[config.mk]
export PLATFORM = sky130hd
export DESIGN_NAME = scancode_to_ascii_decoder_flat
export DESIGN_NICKNAME = d
export VERILOG_FILES = /design/src/sv/s2a_pkg.sv /design/src/sv/s2a_if.sv /design/src/sv/s2a_decode.sv /design/src/sv/scancode_to_ascii_decoder.sv /design/src/flat_wrapper.sv
export SDC_FILE = /design/constraint.sdc
export NUM_CORES = 1
export LEC_CHECK = 0
export BUFFER_PORTS_ARGS = -buffer_cell sky130_fd_sc_hd__buf_2
export CAP_MARGIN = 20
export CORE_MARGIN = 10
export CORE_UTILIZATION = 60
export DETAILED_ROUTE_END_ITERATION = 8
export PLACE_DENSITY = 0.89
export SYNTH_ARGS = -nofsm -noshare
export SYNTH_HDL_FRONTEND = slang
export SYNTH_SLANG_ARGS = --single-unit
[constraint.sdc]
create_clock -name clk -period 4.2 [get_ports clk]
set_clock_uncertainty 0.1 [all_clocks]
set_input_delay 0.63 -clock clk [delete_from_list [all_inputs] [get_ports clk]]
set_output_delay 0.63 -clock clk [all_outputs]
set_load 0.1 [all_outputs]
[src/sv/s2a_pkg.sv]
`timescale 1ns / 1ps

package s2a_pkg;

  localparam logic [7:0] PREFIX_CODE = 8'hE0;
  localparam logic [6:0] LSHIFT_CODE = 7'h2A;
  localparam logic [6:0] RSHIFT_CODE = 7'h36;
  localparam logic [6:0] CAPS_CODE   = 7'h3A;
  localparam logic [7:0] TABLE_SIZE  = 8'd59;
  localparam logic [6:0] NO_CHAR     = 7'h00;

  typedef logic [6:0] ascii_t;

  typedef struct packed {
    logic lshift;
    logic rshift;
    logic caps;
    logic prefix;
  } key_flags_t;

  function automatic ascii_t plain_char(input logic [5:0] code);
    ascii_t c;
    case (code)
      6'h02: c = 7'h31;  6'h03: c = 7'h32;  6'h04: c = 7'h33;  6'h05: c = 7'h34;
      6'h06: c = 7'h35;  6'h07: c = 7'h36;  6'h08: c = 7'h37;  6'h09: c = 7'h38;
      6'h0A: c = 7'h39;  6'h0B: c = 7'h30;  6'h0C: c = 7'h2D;  6'h0D: c = 7'h3D;
      6'h0E: c = 7'h08;  6'h0F: c = 7'h09;  6'h10: c = 7'h71;  6'h11: c = 7'h77;
      6'h12: c = 7'h65;  6'h13: c = 7'h72;  6'h14: c = 7'h74;  6'h15: c = 7'h79;
      6'h16: c = 7'h75;  6'h17: c = 7'h69;  6'h18: c = 7'h6F;  6'h19: c = 7'h70;
      6'h1A: c = 7'h5B;  6'h1B: c = 7'h5D;  6'h1C: c = 7'h0A;  6'h1E: c = 7'h61;
      6'h1F: c = 7'h73;  6'h20: c = 7'h64;  6'h21: c = 7'h66;  6'h22: c = 7'h67;
      6'h23: c = 7'h68;  6'h24: c = 7'h6A;  6'h25: c = 7'h6B;  6'h26: c = 7'h6C;
      6'h27: c = 7'h3B;  6'h28: c = 7'h27;  6'h29: c = 7'h60;  6'h2B: c = 7'h5C;
      6'h2C: c = 7'h7A;  6'h2D: c = 7'h78;  6'h2E: c = 7'h63;  6'h2F: c = 7'h76;
      6'h30: c = 7'h62;  6'h31: c = 7'h6E;  6'h32: c = 7'h6D;  6'h33: c = 7'h2C;
      6'h34: c = 7'h2E;  6'h35: c = 7'h2F;  6'h37: c = 7'h2A;  6'h39: c = 7'h20;
      default: c = NO_CHAR;
    endcase
    return c;
  endfunction

  function automatic ascii_t shift_char(input logic [5:0] code);
    ascii_t c;
    case (code)
      6'h02: c = 7'h21;  6'h03: c = 7'h40;  6'h04: c = 7'h23;  6'h05: c = 7'h24;
      6'h06: c = 7'h25;  6'h07: c = 7'h5E;  6'h08: c = 7'h26;  6'h09: c = 7'h2A;
      6'h0A: c = 7'h28;  6'h0B: c = 7'h29;  6'h0C: c = 7'h5F;  6'h0D: c = 7'h2B;
      6'h0E: c = 7'h08;  6'h0F: c = 7'h09;  6'h10: c = 7'h51;  6'h11: c = 7'h57;
      6'h12: c = 7'h45;  6'h13: c = 7'h52;  6'h14: c = 7'h54;  6'h15: c = 7'h59;
      6'h16: c = 7'h55;  6'h17: c = 7'h49;  6'h18: c = 7'h4F;  6'h19: c = 7'h50;
      6'h1A: c = 7'h7B;  6'h1B: c = 7'h7D;  6'h1C: c = 7'h0A;  6'h1E: c = 7'h41;
      6'h1F: c = 7'h53;  6'h20: c = 7'h44;  6'h21: c = 7'h46;  6'h22: c = 7'h47;
      6'h23: c = 7'h48;  6'h24: c = 7'h4A;  6'h25: c = 7'h4B;  6'h26: c = 7'h4C;
      6'h27: c = 7'h3A;  6'h28: c = 7'h22;  6'h29: c = 7'h7E;  6'h2B: c = 7'h7C;
      6'h2C: c = 7'h5A;  6'h2D: c = 7'h58;  6'h2E: c = 7'h43;  6'h2F: c = 7'h56;
      6'h30: c = 7'h42;  6'h31: c = 7'h4E;  6'h32: c = 7'h4D;  6'h33: c = 7'h3C;
      6'h34: c = 7'h3E;  6'h35: c = 7'h3F;  6'h37: c = 7'h2A;  6'h39: c = 7'h20;
      default: c = NO_CHAR;
    endcase
    return c;
  endfunction

endpackage

[src/sv/s2a_if.sv]
`timescale 1ns / 1ps

interface s2a_in_if;
  logic       valid;
  logic       ready;
  logic       data_ready;
  logic [7:0] scan_byte;

  modport source (output valid, output data_ready, output scan_byte, input ready);
  modport sink   (input valid, input data_ready, input scan_byte, output ready);
endinterface

interface s2a_out_if;
  logic       valid;
  logic       ready;
  logic [6:0] ascii_char;

  modport source (output valid, output ascii_char, input ready);
  modport sink   (input valid, input ascii_char, output ready);
endinterface

[src/sv/s2a_decode.sv]
`timescale 1ns / 1ps

module s2a_decode (
  input  logic                clk,
  input  logic                rst_n,
  input  logic                advance,
  input  logic [7:0]          scan_byte,
  output logic                emit,
  output s2a_pkg::ascii_t     ascii_char
);

  s2a_pkg::key_flags_t flags_r;
  s2a_pkg::key_flags_t flags_nxt;
  s2a_pkg::ascii_t     base;
  s2a_pkg::ascii_t     shifted;
  logic                upper;

  always_comb begin
    flags_nxt  = flags_r;
    emit       = 1'b0;
    base       = s2a_pkg::plain_char(scan_byte[5:0]);
    shifted    = s2a_pkg::shift_char(scan_byte[5:0]);
    upper      = flags_r.lshift | flags_r.rshift;
    if (base inside {[7'h61:7'h7A]}) begin
      upper = upper ^ flags_r.caps;
    end
    ascii_char = upper ? shifted : base;

    if (scan_byte == s2a_pkg::PREFIX_CODE) begin
      flags_nxt.prefix = 1'b1;
    end else if (flags_r.prefix) begin
      flags_nxt.prefix = 1'b0;
    end else if (scan_byte[7]) begin
      if (scan_byte[6:0] == s2a_pkg::LSHIFT_CODE) begin
        flags_nxt.lshift = 1'b0;
      end else if (scan_byte[6:0] == s2a_pkg::RSHIFT_CODE) begin
        flags_nxt.rshift = 1'b0;
      end
    end else if (scan_byte[6:0] == s2a_pkg::LSHIFT_CODE) begin
      flags_nxt.lshift = 1'b1;
    end else if (scan_byte[6:0] == s2a_pkg::RSHIFT_CODE) begin
      flags_nxt.rshift = 1'b1;
    end else if (scan_byte[6:0] == s2a_pkg::CAPS_CODE) begin
      flags_nxt.caps = ~flags_r.caps;
    end else if (scan_byte < s2a_pkg::TABLE_SIZE) begin
      emit = (ascii_char != s2a_pkg::NO_CHAR);
    end
  end

  always_ff @(posedge clk) begin
    if (!rst_n) begin
      flags_r <= '0;
    end else if (advance) begin
      flags_r <= flags_nxt;
    end
  end

endmodule

[src/sv/scancode_to_ascii_decoder.sv]
`timescale 1ns / 1ps

// Set 1 scancode to ASCII decoder.
// in_bus: valid/ready channel carrying data_ready and scan_byte. A beat with
//   data_ready low is taken and dropped without touching the decode flags.
// out_bus: valid/ready channel carrying ascii_char, one beat per byte that
//   decodes to a character; prefix, shift, caps and break bytes give none.
// Path: a byte taken goes into the input register, then through decode and
//   table lookup into the output register, which drives out_bus.
//   Throughput: one byte per cycle while out_bus keeps up.
// Stall: the output register holds its beat while out_bus.ready is low. The
//   input register keeps taking bytes that give no character; a byte that
//   does waits there, and in_bus.ready drops until the output frees up.
// Reset (rst_n low, synchronous): shift, caps and prefix flags clear, both
//   registers empty, in_bus.ready is held low.

module scancode_to_ascii_decoder (
  input  logic             clk,
  input  logic             rst_n,
  s2a_in_if.sink           in_bus,
  s2a_out_if.source        out_bus
);

  logic            stg_v_r;
  logic            stg_v_nxt;
  logic [7:0]      stg_byte_r;
  logic            out_v_r;
  logic            out_v_nxt;
  s2a_pkg::ascii_t out_char_r;
  logic            emit;
  s2a_pkg::ascii_t dec_char;
  logic            out_free;
  logic            advance;
  logic            in_take;

  s2a_decode u_decode (
    .clk        (clk),
    .rst_n      (rst_n),
    .advance    (advance),
    .scan_byte  (stg_byte_r),
    .emit       (emit),
    .ascii_char (dec_char)
  );

  assign out_free     = !out_v_r || out_bus.ready;
  assign advance      = stg_v_r && (!emit || out_free);
  assign in_bus.ready = rst_n && (!stg_v_r || advance);
  assign in_take      = in_bus.valid && in_bus.ready;

  always_comb begin
    stg_v_nxt = stg_v_r;
    if (in_take) begin
      stg_v_nxt = in_bus.data_ready;
    end else if (advance) begin
      stg_v_nxt = 1'b0;
    end
    out_v_nxt = out_v_r;
    if (advance && emit) begin
      out_v_nxt = 1'b1;
    end else if (out_bus.ready) begin
      out_v_nxt = 1'b0;
    end
  end

  always_ff @(posedge clk) begin
    if (!rst_n) begin
      stg_v_r <= 1'b0;
      out_v_r <= 1'b0;
    end else begin
      stg_v_r <= stg_v_nxt;
      out_v_r <= out_v_nxt;
    end
  end

  always_ff @(posedge clk) begin
    if (in_take) begin
      stg_byte_r <= in_bus.scan_byte;
    end
    if (advance && emit) begin
      out_char_r <= dec_char;
    end
  end

  assign out_bus.valid      = out_v_r;
  assign out_bus.ascii_char = out_char_r;

endmodule

[src/flat_wrapper.sv]
// flat-port wrapper written by rule: the top's interface ports become plain ports
module scancode_to_ascii_decoder_flat 
  (clk, rst_n, in_bus_valid, in_bus_data_ready, in_bus_scan_byte, in_bus_ready, out_bus_valid, out_bus_ascii_char, out_bus_ready);
  s2a_in_if in_bus_i ();
  s2a_out_if out_bus_i ();
  input  logic clk;
  input  logic rst_n;
  input wire logic [$bits(in_bus_i.valid)-1:0] in_bus_valid;
  input wire logic [$bits(in_bus_i.data_ready)-1:0] in_bus_data_ready;
  input wire logic [$bits(in_bus_i.scan_byte)-1:0] in_bus_scan_byte;
  output wire logic [$bits(in_bus_i.ready)-1:0] in_bus_ready;
  output wire logic [$bits(out_bus_i.valid)-1:0] out_bus_valid;
  output wire logic [$bits(out_bus_i.ascii_char)-1:0] out_bus_ascii_char;
  input wire logic [$bits(out_bus_i.ready)-1:0] out_bus_ready;
  assign in_bus_i.valid = in_bus_valid;
  assign in_bus_i.data_ready = in_bus_data_ready;
  assign in_bus_i.scan_byte = in_bus_scan_byte;
  assign in_bus_ready = in_bus_i.ready;
  assign out_bus_valid = out_bus_i.valid;
  assign out_bus_ascii_char = out_bus_i.ascii_char;
  assign out_bus_i.ready = out_bus_ready;
  scancode_to_ascii_decoder u_core (.clk(clk), .rst_n(rst_n), .in_bus(in_bus_i), .out_bus(out_bus_i));
endmodule
# Word level (Yosys, flattened, before mapping)
# Memory sizes are Yosys's and may differ from the RTL's. A register that Yosys moved wholly into a read port is not among the register bits.
# Cells that the tools add are included.
[word_totals]
regBits = 21
romBits = 896
inputBits = 13
out_inout_bits = 9
n_memories = 2
[mem_list]
columns = ["name", "words", "width", "rd", "rd_clocked_by_memory_dff", "wr", "line", "source"]
rows = [
  ["(name not given)", 64, 7, 1, 1, 0, "s2a_pkg.sv:23", "case (code)"],
  ["(name not given)", 64, 7, 1, 1, 0, "s2a_pkg.sv:44", "case (code)"],
]
[classes]
order_cmp = 3
eq_ne = 4
muxes = 25
n_bitwise = 8
reduce_logical = 17
[op_table]
columns = ["op", "count"]
rows = [
  ["$eq A7 B6 Y1 const B", 3],
  ["$mux W1", 20],
  ["$mux W6", 2],
  ["$eq A8 B8 Y1 const B", 1],
  ["$lt A8 B6 Y1 const B", 1],
  ["$ge A7 B7 Y1 const B", 1],
  ["$le A7 B7 Y1 const B", 1],
  ["$mux W7", 1],
  ["$reduce_and A7 Y1", 1],
  ["$reduce_bool A7 Y1", 1],
  ["$not A1 Y1", 6],
  ["$logic_and A1 B1 Y1", 5],
  ["$reduce_and A5 Y1", 1],
  ["$mux W2", 2],
  ["$reduce_and A4 Y1", 1],
  ["$reduce_bool A2 Y1", 2],
  ["$logic_not A1 Y1", 3],
  ["$logic_or A1 B1 Y1", 3],
  ["$or A1 B1 Y1", 1],
  ["$xor A1 B1 Y1", 1],
]

# Logic depth before layout (Yosys ltp)
# Gate-level depths: netlist of the first run.
[logic_depth]
ltp_word = 19
depth_mapped = 15

# By module
# Synthesis of the first run repeated with hierarchy kept, for this count alone.
[unflattened]
cells_unflattened = 254
hier_area_um2 = 2237.1
[by_module_without_submodules]
columns = ["module", "n_inst", "cells_each", "area_each_um2", "seq_area_each_um2"]
rows = [
  ["s2a_decode", 1, 226, 1679.1, 80.1],
  ["scancode_to_ascii_decoder", 1, 28, 558.0, 490.5],
]

# Worst setup path after synthesis of the first run
# No wires, ideal clock.
[synth_path]
path_kind = "flip-flop to flip-flop"
start = "register u_core.out_v_r (netlist: u_core.out_bus.valid)"
end = "register u_core.u_decode.base[2] (netlist name)"
setup_ps = 86
arrival_ps = 3950
path_slack_ps = 64
path_stages_with_launch = 14
path_buffers = 2
cell_sequence = "dfxtp_1 -> and3b_1 -> a21bo_2 -> o41ai_1 -> a21oi_2 -> buf_6 -> buf_6 -> mux2i_1 -> inv_1 -> ha_1 -> xnor2_1 -> a21oi_1 -> or2_1 -> a221oi_2"
[synth_between]
elab_chain_cells = 8
[synth_rtl]
columns = ["element", "line", "source"]
rows = [
  ["from (decl)", "scancode_to_ascii_decoder.sv:27", "logic out_v_r;"],
  ["from (signal assigned)", "scancode_to_ascii_decoder.sv:71", "out_v_r <= out_v_nxt;"],
  ["$logic_not A1 Y1", "scancode_to_ascii_decoder.sv:45", "assign out_free = !out_v_r || out_bus.ready;"],
  ["$logic_or A1 B1 Y1", "scancode_to_ascii_decoder.sv:45", ""],
  ["$logic_or A1 B1 Y1", "scancode_to_ascii_decoder.sv:46", "assign advance = stg_v_r && (!emit || out_free);"],
  ["$logic_and A1 B1 Y1", "scancode_to_ascii_decoder.sv:46", ""],
  ["$logic_or A1 B1 Y1", "scancode_to_ascii_decoder.sv:47", "assign in_bus.ready = rst_n && (!stg_v_r || advance);"],
  ["$logic_and A1 B1 Y1", "scancode_to_ascii_decoder.sv:47", ""],
  ["$logic_and A1 B1 Y1", "scancode_to_ascii_decoder.sv:48", "assign in_take = in_bus.valid && in_bus.ready;"],
  ["$mux W6 (no line)", "--", ""],
]
# No other way between the ends.
# A chain may end at the register's enable or synchronous reset.

# Worst setup path after layout of the first run
[layout_path]
start = "register u_core.stg_byte_r[5]"
end = "register u_core.u_decode.base[2] (netlist name)"
[layout_between]
elab_chain_cells = 15
elab_cells_between_ends = 19
cone_classes = "1 x order compare; 4 x eq/ne; 8 x mux; 6 x reduce/logical"
[layout_rtl]
columns = ["element", "line", "source"]
rows = [
  ["from (decl)", "scancode_to_ascii_decoder.sv:26", "logic [7:0] stg_byte_r;"],
  ["from (signal assigned)", "scancode_to_ascii_decoder.sv:77", "stg_byte_r <= in_bus.scan_byte;"],
  ["$lt A8 B6 Y1", "s2a_decode.sv:45", "end else if (scan_byte < s2a_pkg::TABLE_SIZE) begin"],
  ["$mux W1", "s2a_decode.sv:45", ""],
  ["$mux W1", "s2a_decode.sv:43", "end else if (scan_byte[6:0] == s2a_pkg::CAPS_CODE) begin"],
  ["$mux W1", "s2a_decode.sv:41", "end else if (scan_byte[6:0] == s2a_pkg::RSHIFT_CODE) begin"],
  ["$mux W1", "s2a_decode.sv:39", "end else if (scan_byte[6:0] == s2a_pkg::LSHIFT_CODE) begin"],
  ["$mux W1", "s2a_decode.sv:33", "end else if (scan_byte[7]) begin"],
  ["$mux W1", "s2a_decode.sv:31", "end else if (flags_r.prefix) begin"],
  ["$mux W1", "s2a_decode.sv:29", "if (scan_byte == s2a_pkg::PREFIX_CODE) begin"],
  ["$logic_not A1 Y1", "scancode_to_ascii_decoder.sv:46", ""],
  ["$logic_or A1 B1 Y1", "scancode_to_ascii_decoder.sv:46", ""],
  ["$logic_and A1 B1 Y1", "scancode_to_ascii_decoder.sv:46", ""],
  ["$logic_or A1 B1 Y1", "scancode_to_ascii_decoder.sv:47", ""],
  ["$logic_and A1 B1 Y1", "scancode_to_ascii_decoder.sv:47", ""],
  ["$logic_and A1 B1 Y1", "scancode_to_ascii_decoder.sv:48", ""],
  ["$mux W6 (no line) *", "--", ""],
]
# Mark *: on every way between the ends. The rest lies on a longest branch, timed or not.

==> results of run 1 <==
==> kinds of logic after synthesis <==
family          after synthesis
simple gates                116
xor+xnor                      5
fa+ha+maj                    12
compound gates              115
flops                        35
mux                          24
buf+inv                      31
==> area by class of cell <==
class | instances | area [um^2] | area share
tap | 54 | 67.6 | 0.0214
inverter | 8 | 30.0 | 0.00953
sequential | 35 | 851 | 0.270
clock inverter | 3 | 43.8 | 0.0139
clock buffer | 5 | 68.8 | 0.0218
multi-input combinational | 272 | 1890 | 0.600
timing repair buffer | 33 | 199 | 0.0631
==> layout by cell type (no fill, tap or decap), types with 4 or more instances in the layout <==
master and count:
nand2_1 31, a21oi_1 30, o21ai_0 24, nor2_1 24, buf_2 21, dfxtp_1 20
edfxtp_1 15, ha_1 12, nor3_1 11, buf_4 11, nand3_1 10, mux2_2 10
nor2b_1 8, inv_1 7, mux2i_1 7, nand2b_1 6, a31oi_1 6, clkbuf_8 5
nor4_1 4, a21boi_0 4, a21o_1 4, o21ai_1 4, nor3b_1 4
==> worst paths after layout <==
path	startpoint	to	slack [ps]	depth (start not counted)
max	u_core.stg_byte_r[5]	u_core.u_decode.base[2]	280	11
min	in_bus_scan_byte[6]	u_core.stg_byte_r[6]	420	1
max reg2reg	u_core.stg_byte_r[5]	u_core.u_decode.base[2]	280	11
min reg2reg	u_core.stg_v_r	u_core.out_bus.valid	450	2
==> layer usage <==
metal  track usage  wire (um)  vias up
li1              -          -     1303
met1         0.265       3400     1268
met2         0.337       3790      132
met3        0.0210        601       25
met4         0.120        319        0
met5             0          0        -
==> repair_timing <==
item / CTS / global route
endpoints found under the hold margin: 0 / 0
endpoints found under the setup margin: 0 / 2
gates resized for setup: 0 / 1
==> power groups by stage <==
stage	clock, W	combinational [W]	sequential (W)
after floorplan	0	0.000235	0.000427
after global placement	0	0.000317	0.000427
after detailed placement	0	0.000318	0.000430
after CTS	0.000311	0.000320	0.000422
after global routing	0.000323	0.000357	0.000427
final	0.000308	0.000328	0.000423
==> flip-flops by register name (all words and copies together) (netlist names) <==
| name | count |
|---|---|
| u_core.u_decode.shifted | 7 |
| u_core.stg_v_r | 1 |
| u_core.out_bus.valid | 1 |
| u_core.stg_byte_r | 8 |
| u_core.u_decode.base | 7 |
| u_core.u_decode.flags_r | 4 |
| u_core.out_bus.ascii_char | 7 |
==> stage by stage <==
step                cell area (um^2)  worst slack (ps)  power, W  hold WS [ps]
floorplan                       2880              63.6  0.000663           385
detailed placement              3040               292  0.000747           447
CTS                             3150               240   0.00105           408
global route                    3150              4.43   0.00111           415
global placement                3040               391  0.000744           429
finish                          3150               282   0.00106           418
==> impl_metrics.toml, run 1 <==
[worst_setup_path]
worst-path-buf-inv = 1
cp.arrival_ps = 4020
critPathKind = "reg -> reg"
cp_slowest_cell = "or4bb_1"
critPathRequiredTime_ps = 4300
start_kind = "register"
path_max_fanout = 17
crit_chain = "or4bb_1, a21oi_1, o41ai_1, a21oi_4, mux2i_1, inv_1, ha_1, xnor2_1, a21oi_1, or2_1, a221oi_2"
cpMostUsedCell = "a21oi_1"
crit_path_end_kind = "register"
max_stage_delay_ps = 570
path_delay_family = "compound AO/OA/AOI/OAI gates"

[synth]
netlist_area_mm2 = 0.00288
ys_seq_area_frac = 0.295
ys_seq_elements = 35
synth-adder-area-share = 0.0521
synth_cell_type_count = 68
post-synth-top-area-fraction = 0.156
syn_area_per_cell_um2 = 8.53
synthTopCellsByCount = "nand2_1 (31), a21oi_1 (30), nor2_1 (24), o21ai_0 (24), dfxtp_1 (20)"
synth-simple-area-share = 0.211
synth_area_leaders = "edfxtp_1 (16%), dfxtp_1 (14%), a21oi_1 (5.2%), ha_1 (5.2%), o21ai_0 (4.2%)"
synth_cells = 338
synthArstFlopShare = 0
synth_compound_area_frac = 0.269
syn_nets = 363
synth-xor-area-share = 0.0152
yosysMostFrequentCell = "nand2_1"
ys.warnings.count = 0
synth_top_family_by_area = "compound AO/OA/AOI/OAI gates"
synth_top_area_cell = "edfxtp_1"
synthMuxAreaShare = 0.107
synth_flop_cell = "dfxtp_1"
synth-edff-count = 15

[placement]
port-buffer-count = 21
globalplace.congestion = 1.00
place_inst = 402
dp_hpwl_um = 5980

[sta]
hold_violations = 0
report.final.slew_viol_count = 0
tightest_slew_ps = 899
max_freq_mhz = 255
fin_crit_sh = 0.933
finalSetupViolations = 0
rsz0062_at_grt = "false"
post-route-min-period_ps = 3920
maxSlewHeadroom = 0.393
tns_ps = 0

[route]
drc = 0
viasPerCell = 6.65
route.vias.total = 2728
ant_nets = 0
drt_iter0_drc = 272
wire_per_inst_um = 19.8
dr.pass1.iters = 5
wl_um = 8110

[floorplanning]
die_h_um = 89.3
start_util = 0.614
io_pins = 22
die_area_mm2 = 0.00798
row_count = 25
core_region_area_mm2 = 0.00469
dieWidth_um = 89.3

[cts]
cts_htree_levels = 2
cts_max_path_buffers = 2
hold_buffers = 0
clk_latency_ps = 290
tritoncts = "done"
cts-root-buf = "clkbuf_8"
clock-sinks = 35
cts.clk_slew.worst_paths_ps = 80
cts_made_buffers = 5
postCtsSetupRepairBufs = 0

[power]
internal-power_w = 0.000696
power_density_mw_per_mm2 = 336
p_leak_nw = 1.23
p_sw_w = 0.000363
power.share.clock = 0.290
combPwrFrac = 0.310
switching_share = 0.343
seqPwrFrac = 0.400
vdd_drop_max_v = 0.000180

[min_path]
hp-class = "in -> reg"

[cells_and_area]
finalNetCount = 380
antenna_cells = 0
syn2layout_area_growth_pct = 9.33
stdcell_count = 410
drive_gt1_frac = 0.197
fin_util = 0.672
n_fill_cell = 379

[global_routing]
track_usage = 0.209
grt_max_degree = 38
grt_pass1_wl_um = 13100
antenna_found_initial = 0
grt_pass1_vias = 2580
grt_overflow = 0

[flow_run]
drv_cap = 0

[status]
status = "complete, no violations"
Power figures use the tool's default switching activity.
==> run 2, diff against run 1 <==
==> constraint.sdc (replaced) <==
create_clock -name clk -period 4.2 [get_ports clk]
set_clock_uncertainty 0.1 [all_clocks]
set_input_delay 0.21 -clock clk [delete_from_list [all_inputs] [get_ports clk]]
set_output_delay 0.21 -clock clk [all_outputs]
set_load 0.1 [all_outputs]
==> run 2 against run 1 <==
Total power is essentially flat. Register-to-register slack gained 140 ps. Combinational power is essentially flat. Flip-flop and latch count is the same. Core utilization shrank 0.67 points. Via count grew 3.2%. Sequential power grew 0.9%. Count of clock-buffer cells in the layout is the same. Largest cell class unchanged. Largest power group unchanged.
==> impl_metrics.toml, run 2 (synthesis results as in run 1) <==
[floorplanning]
die_h_um = 89.3
die_area_mm2 = 0.00798
row_count = 25
dieWidth_um = 89.3
core_region_area_mm2 = 0.00469
io_pins = 22
start_util = 0.614

[worst_setup_path]
critPathRequiredTime_ps = 4290
reg2reg_from = "u_core.stg_byte_r[1]"
r2r_setup_slack_ps = 420
start_kind = "register"
worst_r2r_path_depth = 10
crit_chain = "or4bb_1, a21oi_1, o41ai_1, a21oi_4, buf_4, mux2i_4, nor2_8, nor4_1, a21oi_1, o221ai_1"
cp.arrival_ps = 3870
critPathKind = "reg -> reg"
r2r_end = "u_core.u_decode.shifted[1]"
crit_cells = 10
crit_path_end_kind = "register"
cpMostUsedCell = "a21oi_1"
path_delay_family = "compound AO/OA/AOI/OAI gates"
cp_slowest_cell = "mux2i_4"
worst-path-buf-inv = 1
path_max_fanout = 23
max_stage_delay_ps = 740

[cells_and_area]
mostFrequentLayoutCells = "nand2_1 (31), a21oi_1 (30), o21ai_0 (24), nor2_1 (24), buf_2 (21)"
drive_gt1_frac = 0.185
syn2layout_area_growth_pct = 8.25
antenna_cells = 0
final_common_cell = "nand2_1"
largest_reg_flops = 8
finalNetCount = 376
regMostFlops = "u_core.stg_byte_r"

[cts]
postCtsSetupRepairBufs = 0
cts_max_path_buffers = 2
cts_made_buffers = 5
clock-sinks = 35
cts_htree_levels = 2
tritoncts = "done"
cts.clk_slew.worst_paths_ps = 90
clk_latency_ps = 290
cts-root-buf = "clkbuf_8"

[global_routing]
grt_overflow = 0
track_usage = 0.205
grt_max_degree = 27
antenna_found_initial = 0
grt_pass1_vias = 2480
grt_pass1_wl_um = 13000

[route]
route.vias.total = 2814
wl_um = 8000
wire_per_inst_um = 19.7
ant_nets = 0
dr.pass1.iters = 6
drt_iter0_drc = 451
viasPerCell = 6.93
drc = 0

[sta]
fin_crit_sh = 0.900
tightest_slew_ps = 829
tns_ps = 0
hold_violations = 0
post-route-min-period_ps = 3780
maxSlewHeadroom = 0.436
rsz0062_at_grt = "false"
hold_ws_ps = 14.7
finalSetupViolations = 0
max_freq_mhz = 264
report.final.slew_viol_count = 0

[min_path]
hold_end = "u_core.stg_byte_r[6]"
hp-class = "in -> reg"
hold_start = "in_bus_scan_byte[6]"
hold_depth = 1

[placement]
port-buffer-count = 21
dp_hpwl_um = 5600
globalplace.congestion = 1.03

[power]
p_sw_w = 0.000368
power_density_mw_per_mm2 = 339
power.share.clock = 0.290
internal-power_w = 0.000692
switching_share = 0.347
p_leak_nw = 1.21
seqPwrFrac = 0.403
vdd_drop_max_v = 0.000243
combPwrFrac = 0.307

[status]
status = "complete, no violations"

[flow_run]
drv_cap = 0
==> run 2: cell types whose count changed in the layout (fill, tap and decap cells not counted), sizes merged <==
| cell | before | now |
|---|---|---|
| dlygate4sd3 | 0 | 1 |
| buf | 33 | 28 |
==> run 2: power groups by stage <==
stage | logic [W] | registers, W | clock network [W]
floorplan | 0.000235 | 0.000427 | 0
finish | 0.000325 | 0.000427 | 0.000307
CTS | 0.000312 | 0.000425 | 0.000309
detailed placement | 0.000309 | 0.000433 | 0
global route | 0.000349 | 0.000432 | 0.000325
global placement | 0.000307 | 0.000430 | 0
==> run 2: timing repair <==
item	in CTS	in global routing
gates resized for setup	0	0
endpoints found under the hold margin	1	0
hold buffers	1	0
==> run 2: area by class of cell <==
| cell class | count | area (um^2) |
|---|---|---|
| Multi-Input combinational cell | 272 | 1890 |
| Fill cell | 377 | 1570 |
| Sequential cell | 35 | 851 |
| Timing Repair Buffer | 29 | 168 |
| Clock buffer | 5 | 68.8 |
| Tap cell | 54 | 67.6 |
| Clock inverter | 3 | 43.8 |
| Inverter | 8 | 30.0 |
==> run 2: metrics by stage <==
step           total power [W]  instances   util  instance area, um^2  worst slack, ps
4_1_cts                0.00105        406  0.665                 3120              555
6_report               0.00106        406  0.665                 3120              419
5_1_grt                0.00111        406  0.665                 3120              246
3_5_place_dp          0.000742        397  0.639                 3000              577
2_1_floorplan         0.000663        338      -                 2880             63.6
3_3_place_gp          0.000737        397  0.639                 3000              647
==> run 2: how the worst max path moves through the flow <==
| stage | start | endpoint | slack [ps] |
|---|---|---|---|
| 4_1_cts | u_core.stg_byte_r[1] | u_core.u_decode.shifted[1] | 560 |
| 3_3_place_gp | u_core.stg_byte_r[5] | u_core.u_decode.shifted[1] | 650 |
| 2_1_floorplan | u_core.out_bus.valid | u_core.u_decode.base[2] | 60 |
| 5_1_grt | u_core.stg_byte_r[1] | u_core.u_decode.shifted[1] | 250 |
| 3_5_place_dp | u_core.stg_byte_r[1] | u_core.u_decode.shifted[1] | 580 |
| 6_report | u_core.stg_byte_r[1] | u_core.u_decode.shifted[1] | 420 |
==> run 2: metal layers <==
layer	vias up	share of wire	wire (um)	track usage
li1	1293	-	-	-
met4	0	0.038	307	0.105
met1	1285	0.40	3220	0.278
met2	202	0.44	3550	0.317
met3	34	0.12	920	0.0182
met5	-	0	0	0
==> run 3, diff against run 2 <==
- CELL_PAD_IN_SITES_DETAIL_PLACEMENT: not set -> 0
- CELL_PAD_IN_SITES_GLOBAL_PLACEMENT: not set -> 1
- CORE_UTILIZATION: 60 -> 42
- PLACE_DENSITY: 0.89 -> 0.86
- clock period: 4.2 -> 3.09 ns (I/O delays scaled with it)
==> run 3 against run 2 <==
Core utilization fell by 5.1 points. Via count rose by 8.5%. The run now ends with negative setup slack left. Register-to-register slack got worse by 630 ps. Highest routed layer unchanged. Worst hold slack got worse by 2.6 ps. Die area rose by 33%. Combinational power rose by 120%. Total power rose by 56%.
==> impl_metrics.toml, run 3 (synthesis results as in run 1) <==
[floorplanning]
row_count = 30
die_area_mm2 = 0.0106
core_region_area_mm2 = 0.00672
die_h_um = 103
dieWidth_um = 103
start_util = 0.429
io_pins = 22

[placement]
place_inst = 491
dp_hpwl_um = 7190
globalplace.congestion = 1.00
port-buffer-count = 21
placed_cell_area_mm2 = 0.00364
post-place-ws_ps = -252

[global_routing]
track_usage = 0.188
use_met3 = 0.0349
grt_max_degree = 22
grt_overflow = 0
met2_usage = 0.303
grt_pass1_wl_um = 15600
top_usage_layer = "met2"
use_met1 = 0.228
grt_pass1_vias = 2974
antenna_found_initial = 0

[min_path]
hp-class = "in -> reg"

[power]
power_density_mw_per_mm2 = 400
p_leak_nw = 1.68
vdd_drop_max_v = 0.000173
total_power_w = 0.00165

[cts]
cts-root-buf = "clkbuf_8"
cts_made_buffers = 5
clock-sinks = 35
cts_htree_levels = 2
cts.clk_slew.worst_paths_ps = 70
cts_max_path_buffers = 2
clk_latency_ps = 300
tritoncts = "done"

[worst_setup_path]
start_kind = "register"
cp.arrival_ps = 3400
critPathKind = "reg -> reg"
critPathRequiredTime_ps = 3190
path_max_fanout = 6
crit_path_end_kind = "register"

[route]
wl_um = 9890
route.vias.total = 3054
drc = 0
wire_per_inst_um = 19.2
drt_iter0_drc = 266
viasPerCell = 5.92
dr.pass1.iters = 4
ant_nets = 0

[sta]
maxSlewHeadroom = 0.575
fin_crit_sh = 1.07
hold_violations = 0
tightest_slew_ps = 629
max_freq_mhz = 303
report.final.slew_viol_count = 0
fin_ws_ps = -211
post-route-min-period_ps = 3300
rsz0062_at_grt = "true"
finalSetupViolations = 13

[status]
status = "finished with violations"
violations = "negative setup slack"

[cells_and_area]
fin_util = 0.615
largest_reg_flops = 8
final_common_cell = "buf_4"
drive_gt1_frac = 0.438
stdcell_count = 516
regMostFlops = "u_core.stg_byte_r"
finalNetCount = 460
mostFrequentLayoutCells = "buf_4 (83), nand2_1 (30), a21oi_1 (24)"
syn2layout_area_growth_pct = 43.2
final_area_mm2 = 0.00413
antenna_cells = 0

[flow_run]
drv_cap = 0
run 3: cell types whose count changed in the layout (fill, tap and decap cells not counted), sizes merged:
| cell | before | now |
|---|---|---|
| buf | 28 | 110 |
| mux2 | 13 | 14 |
| clkbuf | 5 | 6 |
| bufinv | 1 | 0 |
| dlygate4sd3 | 1 | 2 |
run 3: cell type report:
class	instances	area [um^2]
Fill cell	574	2590
Multi-Input combinational cell	273	2180
Timing Repair Buffer	112	852
Tap cell	80	100
Inverter	8	37.5
Sequential cell	35	853
Clock inverter	2	13.8
Clock buffer	6	93.8
run 3: worst paths after layout:
path	from	endpoint	cells past startpoint	slack [ps]
max	u_core.u_decode.base[0]	u_core.u_decode.base[2]	12	-210
min	in_bus_scan_byte[5]	u_core.stg_byte_r[5]	1	10
max reg2reg	u_core.u_decode.base[0]	u_core.u_decode.base[2]	12	-210
min reg2reg	u_core.stg_v_r	u_core.out_bus.valid	2	440
run 3: routing by layer:
metal / routed length (um) / up-vias
met5: 0 / -
met4: 585 / 0
met3: 676 / 56
met2: 4540 / 134
met1: 4080 / 1408
li1: - / 1456
run 3: power breakdown:
| part | leakage (nW) | total (W) | internal (W) | switching (W) |
|---|---|---|---|---|
| logic | 1.32 | 0.000700 | 0.000322 | 0.000378 |
| clock network | 0.0563 | 0.000386 | 0.000208 | 0.000179 |
| registers | 0.306 | 0.000566 | 0.000534 | 0.0000322 |
run 3: metrics by stage:
stage / setup TNS [ps] / hold slack (ps)
2_1_floorplan: -1280 / 153
3_3_place_gp: -1860 / 232
3_5_place_dp: -2220 / 234
4_1_cts: -656 / 5.30
5_1_grt: -2910 / 4.15
6_report: -1690 / 12.1
run 3: what timing repair did:
action                                  in CTS  in global routing
hold buffers                                 2                  0
gates cloned                                 1                  0
endpoints found under the hold margin        2                  0
resized for setup                           19                 35
pin swaps                                    6                 12
setup buffers                                7                 11
endpoints found under the setup margin      14                 16
run 3: worst max-delay path, stage by stage, from the launching register on:
cell	delay, ps
dfxtp_2	330
or4_4	570
or4_4	460
o211ai_4	120
a21oi_4	90
buf_12	150
mux2i_4	210
inv_4	80
ha_4	260
xnor2_2	170
a21oi_2	80
or2_1	270
a221oi_2	310
